## src/rtl/pcidq_pkg.sv

```systemverilog
// Package for the per-CPU interrupt dispatch queue.
// Holds field widths, action, operation and result codes, and the classified operation type.
// No dependencies.
package pcidq_pkg;

	// field widths
	localparam int ACTION_W = 2;
	localparam int IRQ_W    = 5;
	localparam int KIND_W   = 3;
	localparam int MASK_W   = 32;
	localparam int LIMIT_W  = 4;
	localparam int ENTRY_W  = IRQ_W + 1;

	// input actions
	localparam logic [ACTION_W-1:0] ACT_PROC = 2'd0;
	localparam logic [ACTION_W-1:0] ACT_IMM  = 2'd1;
	localparam logic [ACTION_W-1:0] ACT_DONE = 2'd2;

	// classified operations passed from front to back
	localparam logic [1:0] OP_DROP = 2'd0;
	localparam logic [1:0] OP_PROC = 2'd1;
	localparam logic [1:0] OP_IMM  = 2'd2;
	localparam logic [1:0] OP_DONE = 2'd3;

	// result kinds
	localparam logic [KIND_W-1:0] K_DISPATCH = 3'd0;
	localparam logic [KIND_W-1:0] K_RUN      = 3'd1;
	localparam logic [KIND_W-1:0] K_RESUME   = 3'd2;
	localparam logic [KIND_W-1:0] K_QUEUED   = 3'd3;
	localparam logic [KIND_W-1:0] K_DROPPED  = 3'd4;

	// configuration register indexes
	localparam logic REG_MASK  = 1'b0;
	localparam logic REG_LIMIT = 1'b1;

	typedef struct packed {
		logic [1:0]       op;
		logic             cpu;
		logic [IRQ_W-1:0] irq;
	} op_t;

endpackage

```

## src/rtl/pcidq_if.sv

```systemverilog
// Channel interfaces of the interrupt dispatch queue: event requests in, results out.
// Depends on pcidq_pkg for field widths.
interface pcidq_req_if;
	logic                           valid;
	logic                           ready;
	logic [pcidq_pkg::ACTION_W-1:0] action;
	logic                           cpu_index;
	logic [pcidq_pkg::IRQ_W-1:0]    irq_number;

	modport source (output valid, action, cpu_index, irq_number, input ready);
	modport sink (input valid, action, cpu_index, irq_number, output ready);
endinterface

interface pcidq_res_if;
	logic                         valid;
	logic                         ready;
	logic [pcidq_pkg::KIND_W-1:0] result_kind;
	logic                         result_cpu;
	logic [pcidq_pkg::IRQ_W-1:0]  result_irq;
	logic                         last_result;

	modport source (output valid, result_kind, result_cpu, result_irq, last_result,
		input ready);
	modport sink (input valid, result_kind, result_cpu, result_irq, last_result,
		output ready);
endinterface

```

## src/rtl/pcidq_ram.sv

```systemverilog
// Generic single-write, single-read RAM with registered read data.
// No dependencies.
module pcidq_ram #(
	parameter int WIDTH = 6,
	parameter int DEPTH = 16
) (
	input  logic                                   clk,
	input  logic                                   we,
	input  logic [(DEPTH > 1 ? $clog2(DEPTH) : 1)-1:0] waddr,
	input  logic [WIDTH-1:0]                       wdata,
	input  logic [(DEPTH > 1 ? $clog2(DEPTH) : 1)-1:0] raddr,
	output logic [WIDTH-1:0]                       rdata
);
	logic [WIDTH-1:0] mem_q [DEPTH];

	always_ff @(posedge clk) begin
		if (we) begin
			mem_q[waddr] <= wdata;
		end
		rdata <= mem_q[raddr];
	end
endmodule

```

## src/rtl/pcidq_front.sv

```systemverilog
// Front end: accepts request beats, classifies them and holds them in a two-entry queue.
// Depends on pcidq_pkg and pcidq_if.
module pcidq_front #(
	parameter int NUM_IRQS = 32,
	parameter int NUM_CPUS = 2
) (
	input  logic                       clk,
	input  logic                       arst_n,
	pcidq_req_if.sink                  req,
	input  logic [pcidq_pkg::MASK_W-1:0] irq_mask,
	output logic                       op_valid,
	output pcidq_pkg::op_t             op,
	input  logic                       op_take
);
	import pcidq_pkg::*;

	op_t        slot_q [2];
	logic       wr_ptr_q;
	logic       rd_ptr_q;
	logic [1:0] fill_q;
	op_t        cls;
	logic       cls_keep;
	logic       push;
	logic       out_of_range;
	logic       cpu_eff;

	assign req.ready = (fill_q != 2'd2);
	assign push      = req.valid && req.ready && cls_keep;

	// classify the incoming beat
	always_comb begin
		out_of_range = ({2'b00, req.irq_number} >= 7'(NUM_IRQS));
		cpu_eff      = (NUM_CPUS > 1) ? req.cpu_index : 1'b0;
		cls.cpu      = cpu_eff;
		cls.irq      = req.irq_number;
		cls.op       = OP_DROP;
		cls_keep     = 1'b1;
		case (req.action)
			ACT_PROC: begin
				if (out_of_range || irq_mask[req.irq_number]) begin
					cls.op = OP_DROP;
				end else begin
					cls.op = OP_PROC;
				end
			end
			ACT_IMM: begin
				cls.cpu = 1'b0;
				cls.op  = out_of_range ? OP_DROP : OP_IMM;
			end
			ACT_DONE: begin
				cls.op = OP_DONE;
			end
			default: begin
				// unused action code: no results
				cls_keep = 1'b0;
			end
		endcase
	end

	// queue storage
	always_ff @(posedge clk) begin
		if (push) begin
			slot_q[wr_ptr_q] <= cls;
		end
	end

	// queue pointers
	always_ff @(posedge clk or negedge arst_n) begin
		if (!arst_n) begin
			wr_ptr_q <= 1'b0;
			rd_ptr_q <= 1'b0;
			fill_q   <= 2'd0;
		end else begin
			if (push) begin
				wr_ptr_q <= ~wr_ptr_q;
			end
			if (op_take) begin
				rd_ptr_q <= ~rd_ptr_q;
			end
			if (push && !op_take) begin
				fill_q <= fill_q + 2'd1;
			end else if (!push && op_take) begin
				fill_q <= fill_q - 2'd1;
			end
		end
	end

	assign op_valid = (fill_q != 2'd0);
	assign op       = slot_q[rd_ptr_q];
endmodule

```

## src/rtl/pcidq_back.sv

```systemverilog
// Back end: per-CPU busy state, pending FIFOs in RAM, completion chains and the result register.
// Depends on pcidq_pkg, pcidq_if and pcidq_ram.
module pcidq_back #(
	parameter int QUEUE_DEPTH = 8,
	parameter int NUM_CPUS    = 2
) (
	input  logic                          clk,
	input  logic                          arst_n,
	input  logic                          op_valid,
	input  pcidq_pkg::op_t                op,
	output logic                          op_take,
	input  logic [pcidq_pkg::LIMIT_W-1:0] queue_limit,
	pcidq_res_if.source                   res
);
	import pcidq_pkg::*;

	localparam int CPU_W   = (NUM_CPUS > 1) ? $clog2(NUM_CPUS) : 1;
	localparam int HEAD_W  = (QUEUE_DEPTH > 1) ? $clog2(QUEUE_DEPTH) : 1;
	localparam int CNT_W   = $clog2(QUEUE_DEPTH + 1);
	localparam int SUM_W   = CNT_W + 1;
	localparam int ENTRIES = NUM_CPUS * QUEUE_DEPTH;
	localparam int AW      = (ENTRIES > 1) ? $clog2(ENTRIES) : 1;

	localparam logic [1:0] S_IDLE = 2'd0;
	localparam logic [1:0] S_PREP = 2'd1;
	localparam logic [1:0] S_POP  = 2'd2;

	logic [1:0]        state_q, state_d;
	logic              cur_cpu_q;
	logic              busy_q  [NUM_CPUS];
	logic [HEAD_W-1:0] head_q  [NUM_CPUS];
	logic [CNT_W-1:0]  count_q [NUM_CPUS];

	logic              res_valid_q;
	logic [KIND_W-1:0] res_kind_q;
	logic              res_cpu_q;
	logic [IRQ_W-1:0]  res_irq_q;
	logic              res_last_q;

	logic              cpu_sel;
	logic [CPU_W-1:0]  ci;
	logic              out_free;
	logic              emit;
	logic [KIND_W-1:0] e_kind;
	logic [IRQ_W-1:0]  e_irq;
	logic              e_last;
	logic              set_busy, clr_busy, push, pop;
	logic              can_queue;
	logic [SUM_W-1:0]  tail_sum;
	logic [HEAD_W-1:0] tail;
	logic [HEAD_W-1:0] head_inc;
	logic [HEAD_W-1:0] head_rd;
	logic [AW-1:0]     base;
	logic [AW-1:0]     waddr, raddr;
	logic [ENTRY_W-1:0] wdata, rdata;

	// current CPU and its FIFO pointers
	always_comb begin
		cpu_sel   = (state_q == S_IDLE) ? op.cpu : cur_cpu_q;
		ci        = CPU_W'(cpu_sel);
		out_free  = !res_valid_q || res.ready;
		can_queue = (8'(count_q[ci]) < 8'(queue_limit)) &&
			(8'(count_q[ci]) < 8'(QUEUE_DEPTH));
		tail_sum  = SUM_W'(head_q[ci]) + SUM_W'(count_q[ci]);
		tail      = (tail_sum >= SUM_W'(QUEUE_DEPTH)) ?
			HEAD_W'(tail_sum - SUM_W'(QUEUE_DEPTH)) : HEAD_W'(tail_sum);
		head_inc  = (head_q[ci] == HEAD_W'(QUEUE_DEPTH - 1)) ?
			'0 : head_q[ci] + HEAD_W'(1);
		base      = AW'(ci) * AW'(QUEUE_DEPTH);
	end

	// sequencer
	always_comb begin
		state_d  = state_q;
		op_take  = 1'b0;
		emit     = 1'b0;
		e_kind   = K_DROPPED;
		e_irq    = op.irq;
		e_last   = 1'b1;
		set_busy = 1'b0;
		clr_busy = 1'b0;
		push     = 1'b0;
		pop      = 1'b0;
		case (state_q)
			S_IDLE: begin
				if (op_valid && out_free) begin
					op_take = 1'b1;
					case (op.op)
						OP_DROP: begin
							emit   = 1'b1;
							e_kind = K_DROPPED;
						end
						OP_PROC, OP_IMM: begin
							emit = 1'b1;
							if (!busy_q[ci]) begin
								set_busy = 1'b1;
								if (op.op == OP_IMM) begin
									e_kind  = K_RUN;
									e_last  = 1'b0;
									state_d = S_PREP;
								end else begin
									e_kind = K_DISPATCH;
								end
							end else if (can_queue) begin
								push   = 1'b1;
								e_kind = K_QUEUED;
							end else begin
								e_kind = K_DROPPED;
							end
						end
						OP_DONE: begin
							if (!busy_q[ci]) begin
								emit   = 1'b1;
								e_kind = K_RESUME;
								e_irq  = '0;
							end else begin
								state_d = S_PREP;
							end
						end
						default: begin
							emit = 1'b0;
						end
					endcase
				end
			end
			S_PREP: begin
				if (count_q[ci] == '0) begin
					if (out_free) begin
						emit     = 1'b1;
						e_kind   = K_RESUME;
						e_irq    = '0;
						clr_busy = 1'b1;
						state_d  = S_IDLE;
					end
				end else begin
					// head entry read this cycle, used next cycle
					state_d = S_POP;
				end
			end
			S_POP: begin
				if (out_free) begin
					pop   = 1'b1;
					emit  = 1'b1;
					e_irq = rdata[IRQ_W-1:0];
					if (rdata[ENTRY_W-1]) begin
						e_kind  = K_RUN;
						e_last  = 1'b0;
						state_d = (count_q[ci] == CNT_W'(1)) ? S_PREP : S_POP;
					end else begin
						e_kind  = K_DISPATCH;
						state_d = S_IDLE;
					end
				end
			end
			default: begin
				state_d = S_IDLE;
			end
		endcase
	end

	// FIFO RAM addressing: read ahead to the next head while popping
	always_comb begin
		head_rd = pop ? head_inc : head_q[ci];
		raddr   = base + AW'(head_rd);
		waddr   = base + AW'(tail);
		wdata   = {op.op == OP_IMM, op.irq};
	end

	pcidq_ram #(
		.WIDTH(ENTRY_W),
		.DEPTH(ENTRIES)
	) u_fifo_ram (
		.clk  (clk),
		.we   (push),
		.waddr(waddr),
		.wdata(wdata),
		.raddr(raddr),
		.rdata(rdata)
	);

	// control state
	always_ff @(posedge clk or negedge arst_n) begin
		if (!arst_n) begin
			state_q     <= S_IDLE;
			cur_cpu_q   <= 1'b0;
			res_valid_q <= 1'b0;
			for (int i = 0; i < NUM_CPUS; i++) begin
				busy_q[i]  <= 1'b0;
				head_q[i]  <= '0;
				count_q[i] <= '0;
			end
		end else begin
			state_q <= state_d;
			if (op_take) begin
				cur_cpu_q <= op.cpu;
			end
			if (set_busy) begin
				busy_q[ci] <= 1'b1;
			end else if (clr_busy) begin
				busy_q[ci] <= 1'b0;
			end
			if (push) begin
				count_q[ci] <= count_q[ci] + CNT_W'(1);
			end else if (pop) begin
				count_q[ci] <= count_q[ci] - CNT_W'(1);
				head_q[ci]  <= head_inc;
			end
			if (emit) begin
				res_valid_q <= 1'b1;
			end else if (res.ready) begin
				res_valid_q <= 1'b0;
			end
		end
	end

	// result register payload
	always_ff @(posedge clk) begin
		if (emit) begin
			res_kind_q <= e_kind;
			res_cpu_q  <= cpu_sel;
			res_irq_q  <= e_irq;
			res_last_q <= e_last;
		end
	end

	assign res.valid       = res_valid_q;
	assign res.result_kind = res_kind_q;
	assign res.result_cpu  = res_cpu_q;
	assign res.result_irq  = res_irq_q;
	assign res.last_result = res_last_q;
endmodule

```

## src/rtl/per_cpu_interrupt_dispatch_queue.sv

```systemverilog
// Per-CPU interrupt dispatch queue: top level with APB configuration registers.
// A request beat is taken into the front queue, and the back end registers its first result;
// drops, dispatches, queued results and idle completions are handled in the idle state alone.
// A busy completion moves to the prep state, which reads the FIFO RAM head (registered RAM read),
// then the pop state emits each popped entry, and the prep state gives a final resume once empty.
// Reset clears busy flags, FIFO pointers and counts; irq_mask resets to 0, queue_limit to 8.
module per_cpu_interrupt_dispatch_queue #(
	parameter int NUM_IRQS    = 32,
	parameter int QUEUE_DEPTH = 8,
	parameter int NUM_CPUS    = 2
) (
	input  logic        clk,
	input  logic        arst_n,
	pcidq_req_if.sink   req,
	pcidq_res_if.source res,
	input  logic        psel,
	input  logic        penable,
	input  logic        pwrite,
	input  logic [2:0]  paddr,
	input  logic [31:0] pwdata,
	output logic [31:0] prdata,
	output logic        pready
);
	import pcidq_pkg::*;

	logic [MASK_W-1:0]  irq_mask_q;
	logic [LIMIT_W-1:0] queue_limit_q;
	logic               op_valid;
	op_t                op;
	logic               op_take;
	logic               wr_en;

	// configuration registers
	assign pready = 1'b1;
	assign wr_en  = psel && penable && pwrite;

	always_ff @(posedge clk or negedge arst_n) begin
		if (!arst_n) begin
			irq_mask_q    <= '0;
			queue_limit_q <= LIMIT_W'(8);
		end else if (wr_en) begin
			if (paddr[2] == REG_MASK) begin
				irq_mask_q <= pwdata;
			end else begin
				queue_limit_q <= pwdata[LIMIT_W-1:0];
			end
		end
	end

	assign prdata = (paddr[2] == REG_LIMIT) ? {28'd0, queue_limit_q} : irq_mask_q;

	pcidq_front #(
		.NUM_IRQS(NUM_IRQS),
		.NUM_CPUS(NUM_CPUS)
	) u_front (
		.clk     (clk),
		.arst_n  (arst_n),
		.req     (req),
		.irq_mask(irq_mask_q),
		.op_valid(op_valid),
		.op      (op),
		.op_take (op_take)
	);

	pcidq_back #(
		.QUEUE_DEPTH(QUEUE_DEPTH),
		.NUM_CPUS   (NUM_CPUS)
	) u_back (
		.clk        (clk),
		.arst_n     (arst_n),
		.op_valid   (op_valid),
		.op         (op),
		.op_take    (op_take),
		.queue_limit(queue_limit_q),
		.res        (res)
	);
endmodule

```

## src/flat_wrapper.sv

```systemverilog
// flat-port wrapper written by rule: the top's interface ports become plain ports
module per_cpu_interrupt_dispatch_queue_flat import pcidq_pkg::*;
#(
	parameter int NUM_IRQS    = 32,
	parameter int QUEUE_DEPTH = 8,
	parameter int NUM_CPUS    = 2
)
  (clk, arst_n, psel, penable, pwrite, paddr, pwdata, prdata, pready, req_valid, req_action, req_cpu_index, req_irq_number, req_ready, res_valid, res_result_kind, res_result_cpu, res_result_irq, res_last_result, res_ready);
  pcidq_req_if req_i ();
  pcidq_res_if res_i ();
  input  logic clk;
  input  logic arst_n;
  input  logic psel;
  input  logic penable;
  input  logic pwrite;
  input  logic [2:0] paddr;
  input  logic [31:0] pwdata;
  output logic [31:0] prdata;
  output logic pready;
  input wire logic [$bits(req_i.valid)-1:0] req_valid;
  input wire logic [$bits(req_i.action)-1:0] req_action;
  input wire logic [$bits(req_i.cpu_index)-1:0] req_cpu_index;
  input wire logic [$bits(req_i.irq_number)-1:0] req_irq_number;
  output wire logic [$bits(req_i.ready)-1:0] req_ready;
  output wire logic [$bits(res_i.valid)-1:0] res_valid;
  output wire logic [$bits(res_i.result_kind)-1:0] res_result_kind;
  output wire logic [$bits(res_i.result_cpu)-1:0] res_result_cpu;
  output wire logic [$bits(res_i.result_irq)-1:0] res_result_irq;
  output wire logic [$bits(res_i.last_result)-1:0] res_last_result;
  input wire logic [$bits(res_i.ready)-1:0] res_ready;
  assign req_i.valid = req_valid;
  assign req_i.action = req_action;
  assign req_i.cpu_index = req_cpu_index;
  assign req_i.irq_number = req_irq_number;
  assign req_ready = req_i.ready;
  assign res_valid = res_i.valid;
  assign res_result_kind = res_i.result_kind;
  assign res_result_cpu = res_i.result_cpu;
  assign res_result_irq = res_i.result_irq;
  assign res_last_result = res_i.last_result;
  assign res_i.ready = res_ready;
  per_cpu_interrupt_dispatch_queue #(.NUM_IRQS(NUM_IRQS), .QUEUE_DEPTH(QUEUE_DEPTH), .NUM_CPUS(NUM_CPUS)) u_core (.clk(clk), .arst_n(arst_n), .req(req_i), .res(res_i), .psel(psel), .penable(penable), .pwrite(pwrite), .paddr(paddr), .pwdata(pwdata), .prdata(prdata), .pready(pready));
endmodule
```

## config.mk

```make
export PLATFORM = sky130hd
export DESIGN_NAME = per_cpu_interrupt_dispatch_queue_flat
export DESIGN_NICKNAME = d
export VERILOG_FILES = /design/src/rtl/pcidq_pkg.sv /design/src/rtl/pcidq_if.sv /design/src/rtl/pcidq_ram.sv /design/src/rtl/pcidq_front.sv /design/src/rtl/pcidq_back.sv /design/src/rtl/per_cpu_interrupt_dispatch_queue.sv /design/src/flat_wrapper.sv
export SDC_FILE = /design/constraint.sdc
export NUM_CORES = 1
export LEC_CHECK = 0
export BUFFER_PORTS_ARGS = -buffer_cell sky130_fd_sc_hd__clkbuf_2
export CAP_MARGIN = 20
export CORE_MARGIN = 2
export CORE_UTILIZATION = 45
export DETAILED_ROUTE_END_ITERATION = 16
export GPL_TIMING_DRIVEN = 0
export PLACE_DENSITY = 0.66
export SLEW_MARGIN = 15
export SYNTH_ARGS = -nofsm -noshare
export SYNTH_HDL_FRONTEND = slang
export SYNTH_SLANG_ARGS = --single-unit
```

## constraint.sdc

```tcl
create_clock -name clk -period 4.4 [get_ports clk]
set_clock_uncertainty 0.1 [all_clocks]
set_input_delay 0.44 -clock clk [delete_from_list [all_inputs] [get_ports clk]]
set_output_delay 0.44 -clock clk [all_outputs]
set_load 0.01 [all_outputs]
```

[Yosys cells after proc, flatten, opt, wreduce, memory -nomap -nowiden]
Memory sizes are Yosys's and may differ from the RTL's. A register that Yosys moved wholly into a read port is not among the register bits.
Cells that the tools add are included.
Word-level totals
  logic and storage cells: 184
  register bits: 70
  memory bits (writable): 112
  bits of input ports: 50
  memories kept: 2
  output and inout bits: 45
Memory list
  u_core.u_back.u_fifo_ram.mem_q: words 16, bits a word 6, rd ports 1, clocked after memory_dff 1, write ports 1, RTL line pcidq_ram.sv:14  | logic [WIDTH-1:0] mem_q [DEPTH];
  u_core.u_front.slot_q: words 2, bits a word 8, rd ports 1, clocked after memory_dff 0, write ports 1, RTL line pcidq_front.sv:17  | op_t slot_q [2];
Cells by class
  multiplexer cells: 95
  bitwise gates (word level): 8
  add/subtract/negate cells: 9
  eq/ne operators: 17
  magnitude comparators: 6
  reduce and logical (&&, ||, !) cells: 29
Operator list (number)
  3-bit two-way mux: 14
  1-bit two-way mux: 39
  32-bit two-way mux: 1
  5-bit two-way mux: 6
  2-bit two-way mux: 13
  3-bit one-hot mux with 3 select lines: 2
  8-bit bitwise mux: 2
  4-bit two-way mux: 4
  8-bit two-way mux: 2
  5-bit one-hot mux with 3 select lines: 1
  2-bit one-hot mux with 3 select lines: 2
  2-bit nonzero test: 5
  1-bit logical AND: 9
  3-bit != test, second input constant: 3
  4-bit by 3-bit adder with 4-bit output: 2
  2-bit == test, second input constant: 4
  7-bit AND reduction: 1
  6-bit bitwise mux: 1
  2-bit by 1-bit == test with 1-bit output, second input constant: 3
  2-bit zero test: 3
  5-bit by 6-bit less-than comparator with 1-bit output, second input constant: 1
  2-bit AND reduction: 3
  3-bit OR reduction: 2
  3-bit by 4-bit adder with 5-bit output: 1
  other kinds (33): 40

[Logic depth before layout (Yosys ltp)]
Gate-level depths: netlist (run 1).
  depth in word-level cells: 15
  mapped depth: 16

[Modules after synthesis]
From an unflattened synthesis (run 1), not the netlist that was laid out.
Unflattened totals
  cell total of the unflattened synthesis: 575
  area total of the unflattened synthesis: 8677.1 um^2
By module, submodules not included
  pcidq_ram: area an instance 3895.0 um^2, cells an instance 178, instances 1
  pcidq_back: area an instance 1900.6 um^2, cells an instance 201, instances 1
  per_cpu_interrupt_dispatch_queue: area an instance 1727.9 um^2, cells an instance 114, instances 1
  pcidq_front: area an instance 1153.6 um^2, cells an instance 82, instances 1

[Worst setup path after synthesis (run 1)]
OpenSTA, ideal clock, no wires.
  path kind: register -> register
  start point: register u_core.u_front.rd_ptr_q
  end point: memory u_core.u_back.u_fifo_ram.mem_q[8][0] (enable)
  cell stages (with the launch flop): 14
  clock period less this slack: 4131 ps
  buffers on the path: 3
  setup slack: 269 ps
  required time: 3923 ps
  arrival time: 3654 ps
  cell sequence: dfrtp_1 buf_6 mux2_4 o21ai_2 inv_2 buf_4 o21ai_0 ha_1 o211a_1 o21ai_1 or4b_1 buf_2 or3_4 nor3_1
Between the ends
  word-level cells in the longest chain between the ends: 15
  elaborated cells between the ends (all ways): 30
RTL lines
  from (decl): RTL line pcidq_front.sv:19  | logic rd_ptr_q;
  from (signal assigned): RTL line pcidq_front.sv:78  | rd_ptr_q <= ~rd_ptr_q;
  memory 2 x 8 bit *
  parallel branches: the longest is 14 deep, another holds 3-bit by 4-bit adder with 5-bit output
  to (decl): RTL line pcidq_ram.sv:14
Mark *: on every way between the ends. The select of a mux whose other input is x is not followed.

[Final worst setup path (run 1)]
  start point: register u_core.u_front.rd_ptr_q
  end point: memory u_core.u_back.u_fifo_ram.mem_q[0][0] (enable)
The elaborated chain is that of the path after synthesis.

==> results by group, run 1 <==
Yosys
  • Post-synth top area share: 40.2%
  • Area share of and/or/nand/nor cells after synthesis: between 10% and 20%
  • Post-Synth Adder-Cell Area: 2.28%
  • Yosys Warn Count: 0
  • Synth Area in XOR/XNOR: approximately 1.8%
  • Yosys reg bits: 188
  • Post-Syn Instances: 705
  • Compound-Gate Fraction of Synth Area: 9.00%
  • Top cell type by total area after synthesis: edfxtp_1
  • Mux contribution to synthesized area: around 15%
  • Number of synthesized flops with an enable pin: 122
  • Syn_area_per_cell: between 10 and 15 µm²
  • Ys flop type: edfxtp_1
  • Main combinational cell family by area after synthesis: multiplexers
  • Leading post-synthesis cells by cell area: edfxtp_1 (40%), dfrtp_1 (16%), mux2_2 (6.3%)
  • Netlist cell types: 66
  • Sequential area share after synthesis: around 58%
  • Mapped Area: between 9000 and 10000 µm²
  • Post-synth net total: 771
  • Fraction of registers with async set or reset after synthesis: 31.9%

Layout
  • Cell area after layout: ~11000 µm²
  • # diodes: 0
  • Commonest non-fill, non-tap cell in the layout: edfxtp_1
  • Share of layout cells above drive strength 1: 27.7%
  • Most frequent cells in the layout: edfxtp_1 (122), clkbuf_2 (91), dfrtp_1 (59)
  • Multi-input logic area: 3670 µm²
  • Reg area: between 5000 and 6000 µm²
  • Fin nets: 884
  • Layout Utilization: 53.4%
  • Post-Layout Cell Count: 1101
  • FILL cells: 1747
  • P&R area growth vs syn: 17.3%

Timing
  • Max Clock Freq: 0.239 GHz
  • Final Max Slew Viols: 0
  • Worst-Margin Slew: 0.889 ns
  • Worst relative slew slack: 40.3%
  • Final min period: around 4.2 ns
  • Fin crit share: 94.9%
  • Hold Fails Final Rpt: 0
  • Setup TNS: 0 ns
  • RSZ-0062 raised after global routing: false
  • # setup viols final: 0

Detailed routing
  • Wirelength per Cell: 19.4 µm
  • Post-route ant nets: 0
  • Drt via density: 5.58
  • Vias: ~6k
  • Wire length after detailed routing: roughly 21 mm
  • Detailed Route Iter0 Violations: 539
  • Residual DRC: 0
  • DRT Pass-1 Iters: 5

GRT
  • Number of global-route vias before repair: 6192
  • Met3 usage: under 10%
  • First-pass GRT wire length: 34.1 mm
  • Largest net degree at the start of global routing: 45
  • GR Layer Usage met1: a little over a quarter
  • Total grt overflow: 0
  • Gr usage total: between 20% and 30%
  • Busiest grt layer: met2
  • GRT met2 Usage: 34.2%
  • Initial antenna violation count: 0

Pwr
  • Power per standard cell area: around 790 nW/µm²
  • Max VDD drop: 0.350 mV
  • Pleak: about 0.0042 µW

Critical path
  • Required time of the worst setup path: 4.45 ns
  • Crit end category: flop
  • Setup CP Type: flop to flop
  • Crit-path max FO: 10
  • CP arrival: 4.23 ns
  • Startpoint Class: flop

Die
  • Die area: 21400 µm²
  • Ports: 95
  • Placeable Area: 20000 µm²
  • Die height: around 150 µm
  • Starting Density: 45.5%
  • Placement Rows: 52
  • Die Wd: ~150 µm

Placed design
  • Routability cong.: 0.882
  • # port buffers: 91
  • Dpl hpwl: 15.2 mm
  • Placed cell count: 1067
  • Dpl cell area: 9940 µm²

Clocking
  • Clock Path Buffers: 2
  • CTS Buf Count: 17
  • Root Driver: clkbuf_16
  • H-tree levels: 4
  • CTS tree: done
  • Clock Pin Slew Worst Setup and Hold Paths: 0.08 ns
  • Clk_lat worst skew: 0.44 ns
  • Total clock sinks: 188

Outcome
  • Outcome: complete, no violations

Worst hold path
  • Worst min path class: input port to flop

Flow run
  • Max_cap viols: 0
==> critical path, cell delays in order, from the launching register on <==
cell	delay, ns
dfrtp_1	0.38
buf_6	0.15
mux2_4	0.34
o21ai_2	0.21
inv_2	0.08
buf_4	0.18
mux2_2	0.31
ha_1	0.20
a21oi_1	0.25
o211ai_1	0.14
or4b_1	0.51
buf_2	0.19
or3_4	0.45
nor3_4	0.22
buf_12	0.15
==> through the flow <==
step	hold WS (ns)	power, µW	setup slack, ns
2_1_floorplan	0.0444	5460	0.269
3_3_place_gp	0.375	6580	-0.768
3_5_place_dp	0.269	6620	-0.688
4_1_cts	0.0822	8350	-0.00227
5_1_grt	0.0887	8910	0.0171
6_report	0.0924	8440	0.224
==> routing by layer <==
metal | vias up | part of all wire (%)
met5 | - | 0
met4 | 0 | 1.3
met3 | 23 | 5.5
met2 | 190 | 49
met1 | 3037 | 45
li1 | 2898 | -
==> final timing paths <==
path | to | slack [ns] | from | depth (start not counted)
setup / recovery | u_core.u_back.u_fifo_ram.mem_q[0][0] | 0.22 | u_core.u_front.rd_ptr_q | 14
max in group asynchronous | u_core.queue_limit_q[3] | 3.30 | arst_n | 3
setup reg to reg | u_core.u_back.u_fifo_ram.mem_q[0][0] | 0.22 | u_core.u_front.rd_ptr_q | 14
min in group asynchronous | u_core.u_front.fill_q[1] | 0.34 | arst_n | 2
hold / removal | u_core.u_front.slot_q[0][0] | 0.09 | req_irq_number[0] | 1
hold reg to reg | u_core.u_front.wr_ptr_q | 0.40 | u_core.u_front.wr_ptr_q | 1
==> registers in the layout, indices dropped and copies added (netlist names), 2 cells and up, named ones only <==
name,flops
u_core.u_back.u_fifo_ram.mem_q,96
u_core.irq_mask_q,32
u_core.u_front.slot_q,16
u_core.u_back.count_q,8
u_core.u_back.head_q,6
u_core.u_back.u_fifo_ram.rdata,6
u_core.u_back.res.result_irq,5
u_core.queue_limit_q,4
u_core.u_back.res.result_kind,3
u_core.u_back.state_q,2
u_core.u_front.fill_q,2
==> cells in the mapped netlist, types with 2 or more instances <==
master and number:
a21boi_0 2, a21oi_1 14, a221o_1 2, a22oi_1 8, a311o_1 18, a311oi_1 6, a31oi_1 2, and2_1 2
and3_1 27, buf_1 3, buf_2 7, buf_4 2, clkbuf_1 26, dfrtp_1 59, dfxtp_1 6, edfxtp_1 122
ha_1 15, inv_1 18, inv_2 2, mux2_2 51, mux2i_1 53, mux4_2 10, nand2_1 28, nand2b_1 8
nand3_1 10, nand4_1 4, nor2_1 57, nor2b_1 31, nor3_1 11, nor3_2 2, nor3b_1 7, o2111ai_1 8
o211ai_1 6, o21ai_0 12, o22ai_1 14, o31ai_1 3, o32ai_1 2, or3_4 2, xnor2_1 12, xor2_1 7
==> logic make-up after synthesis <==
group | count (synthesis)
adder cells (fa/ha/maj) | 16
buffers and inverters | 59
XOR/XNOR | 19
other | 1
multiplexers | 116
flip-flops | 188
AND/OR/NAND/NOR | 197
AO/OA/AOI/OAI | 109
==> power by group <==
group	internal, µW	leakage, µW	switching, µW
clock	874	0.000308	744
sequential	2390	0.00187	210
combinational	1630	0.00205	2600
total	4890	0.00423	3550
==> layout make-up <==
type	instances	share of cell area, %
Timing Repair Buffer	96	4.96
Clock inverter	15	1.91
Multi-Input combinational cell	458	34.3
Sequential cell	188	49.4
Tap cell	270	3.16
Clock buffer	17	3.98
Inverter	20	0.702
Buffer	37	1.54
==> what timing repair did <==
action,CTS,global route
setup endpoints to repair,102,102
gates resized for setup,12,12
hold endpoints to repair,16,0
hold buffers,1,0
pin swaps,0,1
buffers inserted,2,1
Power figures use the tool's default switching activity.
==> run 2: changes to the inputs <==
--- a/config.mk
+++ b/config.mk
@@ -11,7 +11,7 @@
 export CORE_UTILIZATION = 45
 export DETAILED_ROUTE_END_ITERATION = 16
 export GPL_TIMING_DRIVEN = 0
-export PLACE_DENSITY = 0.66
+export PLACE_DENSITY = 0.76
 export SLEW_MARGIN = 15
 export SYNTH_ARGS = -nofsm -noshare
 export SYNTH_HDL_FRONTEND = slang
==> results by group, run 2 (synthesis gave the netlist of run 1 again) <==
Detailed routing
  • Residual DRC: 0
  • Post-route ant nets: 0
  • Metal-1 WL: approximately 9 mm
  • Detailed Route Iter0 Violations: 597
  • WL met2: 10.1 mm
  • Wire length after detailed routing: 20.9 mm
  • Met3 WL: 1.45 mm
  • Drt via density: 5.68
  • DRT Pass-1 Iters: 5
  • Max Used Layer: met4
  • Wirelength per Cell: 19.0 µm
  • Vias: 6245

Pwr
  • Sequential share of power: a little under a third
  • Net Sw Frac: 41.4%
  • Power per standard cell area: 777 nW/µm²
  • Max VDD drop: 0.536 mV
  • Sw power: around 3400 µW
  • Clock share of power: 18.5%
  • Pint: 4830 µW
  • Pleak: roughly 0.0042 µW
  • Combinational power share: around half

Placed design
  • Dpl cell area: 9940 µm²
  • Routability cong.: between 0.9 and 1
  • # port buffers: 91
  • Dpl hpwl: 15.1 mm

Layout
  • P&R area growth vs syn: 16.4%
  • Fin nets: 883
  • Max reg flops: 96
  • Share of layout cells above drive strength 1: 27.7%
  • Most flops, register: u_core.u_back.u_fifo_ram.mem_q
  • Reg area: roughly 5300 µm²
  • # diodes: 0
  • Cell area after layout: 10600 µm²
  • Biggest registers after layout: u_core.u_back.u_fifo_ram.mem_q x96, u_core.irq_mask_q x32, u_core.u_front.slot_q x16
  • FILL cells: 1724
  • Most frequent cells in the layout: edfxtp_1 (122), clkbuf_2 (91), dfrtp_1 (59)
  • Commonest non-fill, non-tap cell in the layout: edfxtp_1
  • Multi-input logic area: 3660 µm²

Critical path
  • Critical path, cell by cell: buf_6 > mux2_4 > o21ai_2 > inv_2 > buf_4 > o21ai_2 > ha_1 > o211a_1 > o21ai_1 > or4b_1 > buf_2 > or3_4 > nor3_2
  • Setup CP Type: flop to flop
  • CP most frequent cell: o21ai_2
  • Slowest stage delay, CP: 0.47 ns
  • Crit end category: flop
  • Slowest CP cell: nor3_2
  • Required time of the worst setup path: 4.36 ns
  • Crit-path max FO: 10
  • CP arrival: 4.27 ns
  • CP top delay family: simple AND/OR/NAND/NOR gates
  • Buffers & Inverters on Critical Path: 4
  • Startpoint Class: flop

Timing
  • Worst relative slew slack: 48.6%
  • Hold Fails Final Rpt: 0
  • # setup viols final: 0
  • Final Max Slew Viols: 0
  • Hold_ws: 0.121 ns
  • Fin crit share: 97.9%
  • Max Clock Freq: 0.232 GHz
  • Worst-Margin Slew: just under 0.8 ns
  • Final min period: 4.31 ns
  • RSZ-0062 raised after global routing: true

Outcome
  • Outcome: complete, no violations

GRT
  • First-pass GRT wire length: around 33 mm
  • Initial antenna violation count: 0
  • Total grt overflow: 0
  • Largest net degree at the start of global routing: 42
  • Gr usage total: 19.8%
  • Number of global-route vias before repair: between 6k and 7k

Flow run
  • Max_cap viols: 0

Die
  • Placement Rows: 52
  • Die area: 21400 µm²
  • Placeable Area: about 20000 µm²
  • Starting Density: 45.5%
  • Die Wd: roughly 150 µm
  • Ports: 95
  • Die height: 146 µm

Worst hold path
  • Worst min path class: input port to flop

Clocking
  • H-tree levels: 4
  • CTS tree: done
  • Clock Path Buffers: 2
  • Root Driver: clkbuf_16
  • Clock Pin Slew Worst Setup and Hold Paths: approximately 0.07 ns
  • Total clock sinks: 188
  • CTS Buf Count: 17
  • Clk_lat worst skew: 0.43 ns
==> run 2: cell types whose count changed in the layout (fill, tap and decap cells not counted), sizes merged <==
cell,delta
clkinvlp,+1
inv,+4
buf,-1
bufinv,-2
clkbuf,+2
clkinv,-5
==> run 2: cell type report <==
cell class / count / area share, %
Timing Repair Buffer: 95 / 4.74
Sequential cell: 188 / 49.8
Inverter: 20 / 0.707
Clock buffer: 19 / 4.48
Tap cell: 270 / 3.18
Multi-Input combinational cell: 458 / 34.5
Clock inverter: 13 / 1.08
Buffer: 37 / 1.55
==> run 2: routing by layer <==
| layer | vias to the layer above | global-route usage [%] |
|---|---|---|
| li1 | 2886 | - |
| met1 | 3072 | 25.8 |
| met2 | 251 | 32.4 |
| met3 | 36 | 4.88 |
| met4 | 0 | 7.38 |
| met5 | - | 0 |
==> run 2: path summary, 6_finish.rpt <==
path / endpoint / cells after the start / slack [ns] / start
worst max-delay path: u_core.u_back.u_fifo_ram.mem_q[8][2] / 13 / 0.09 / u_core.u_front.rd_ptr_q
worst min-delay path: u_core.u_front.slot_q[1][0] / 1 / 0.12 / req_irq_number[0]
worst max register to register: u_core.u_back.u_fifo_ram.mem_q[8][2] / 13 / 0.09 / u_core.u_front.rd_ptr_q
worst min register to register: flop / 1 / 0.41 / flop
max in group asynchronous: u_core.queue_limit_q[3] / 3 / 3.28 / arst_n
min in group asynchronous: u_core.irq_mask_q[31] / 2 / 0.35 / arst_n
==> run 2: through the flow <==
step	total power [µW]	worst slack, ns	TNS (ns)	util [%]	cells
2_1_floorplan	5460	0.269	0	-	705
3_3_place_gp	6440	-0.848	-41.38	49.5	1066
3_5_place_dp	6540	-0.991	-49.31	49.6	1067
4_1_cts	8200	0.00774	0	52.9	1101
5_1_grt	8710	-0.0398	-0.420	53.0	1100
6_report	8250	0.0936	0	53.0	1100
==> run 2: timing repair <==
action / in CTS / in global routing
endpoints found under the hold margin: 19 / 0
hold buffers: 1 / 0
setup buffers: 2 / 0
cloned: 0 / 0
pin swaps: 0 / 0
gates resized for setup: 14 / 9
endpoints found under the setup margin: 102 / 96
==> run 2: power groups by stage <==
stage          logic [µW]  clock network, µW  registers (µW)
3_3_place_gp         3820                  0            2620
5_1_grt              4450               1620            2640
3_5_place_dp         3900                  0            2640
6_report             4120               1530            2610
4_1_cts              4060               1540            2600
2_1_floorplan        2860                  0            2590
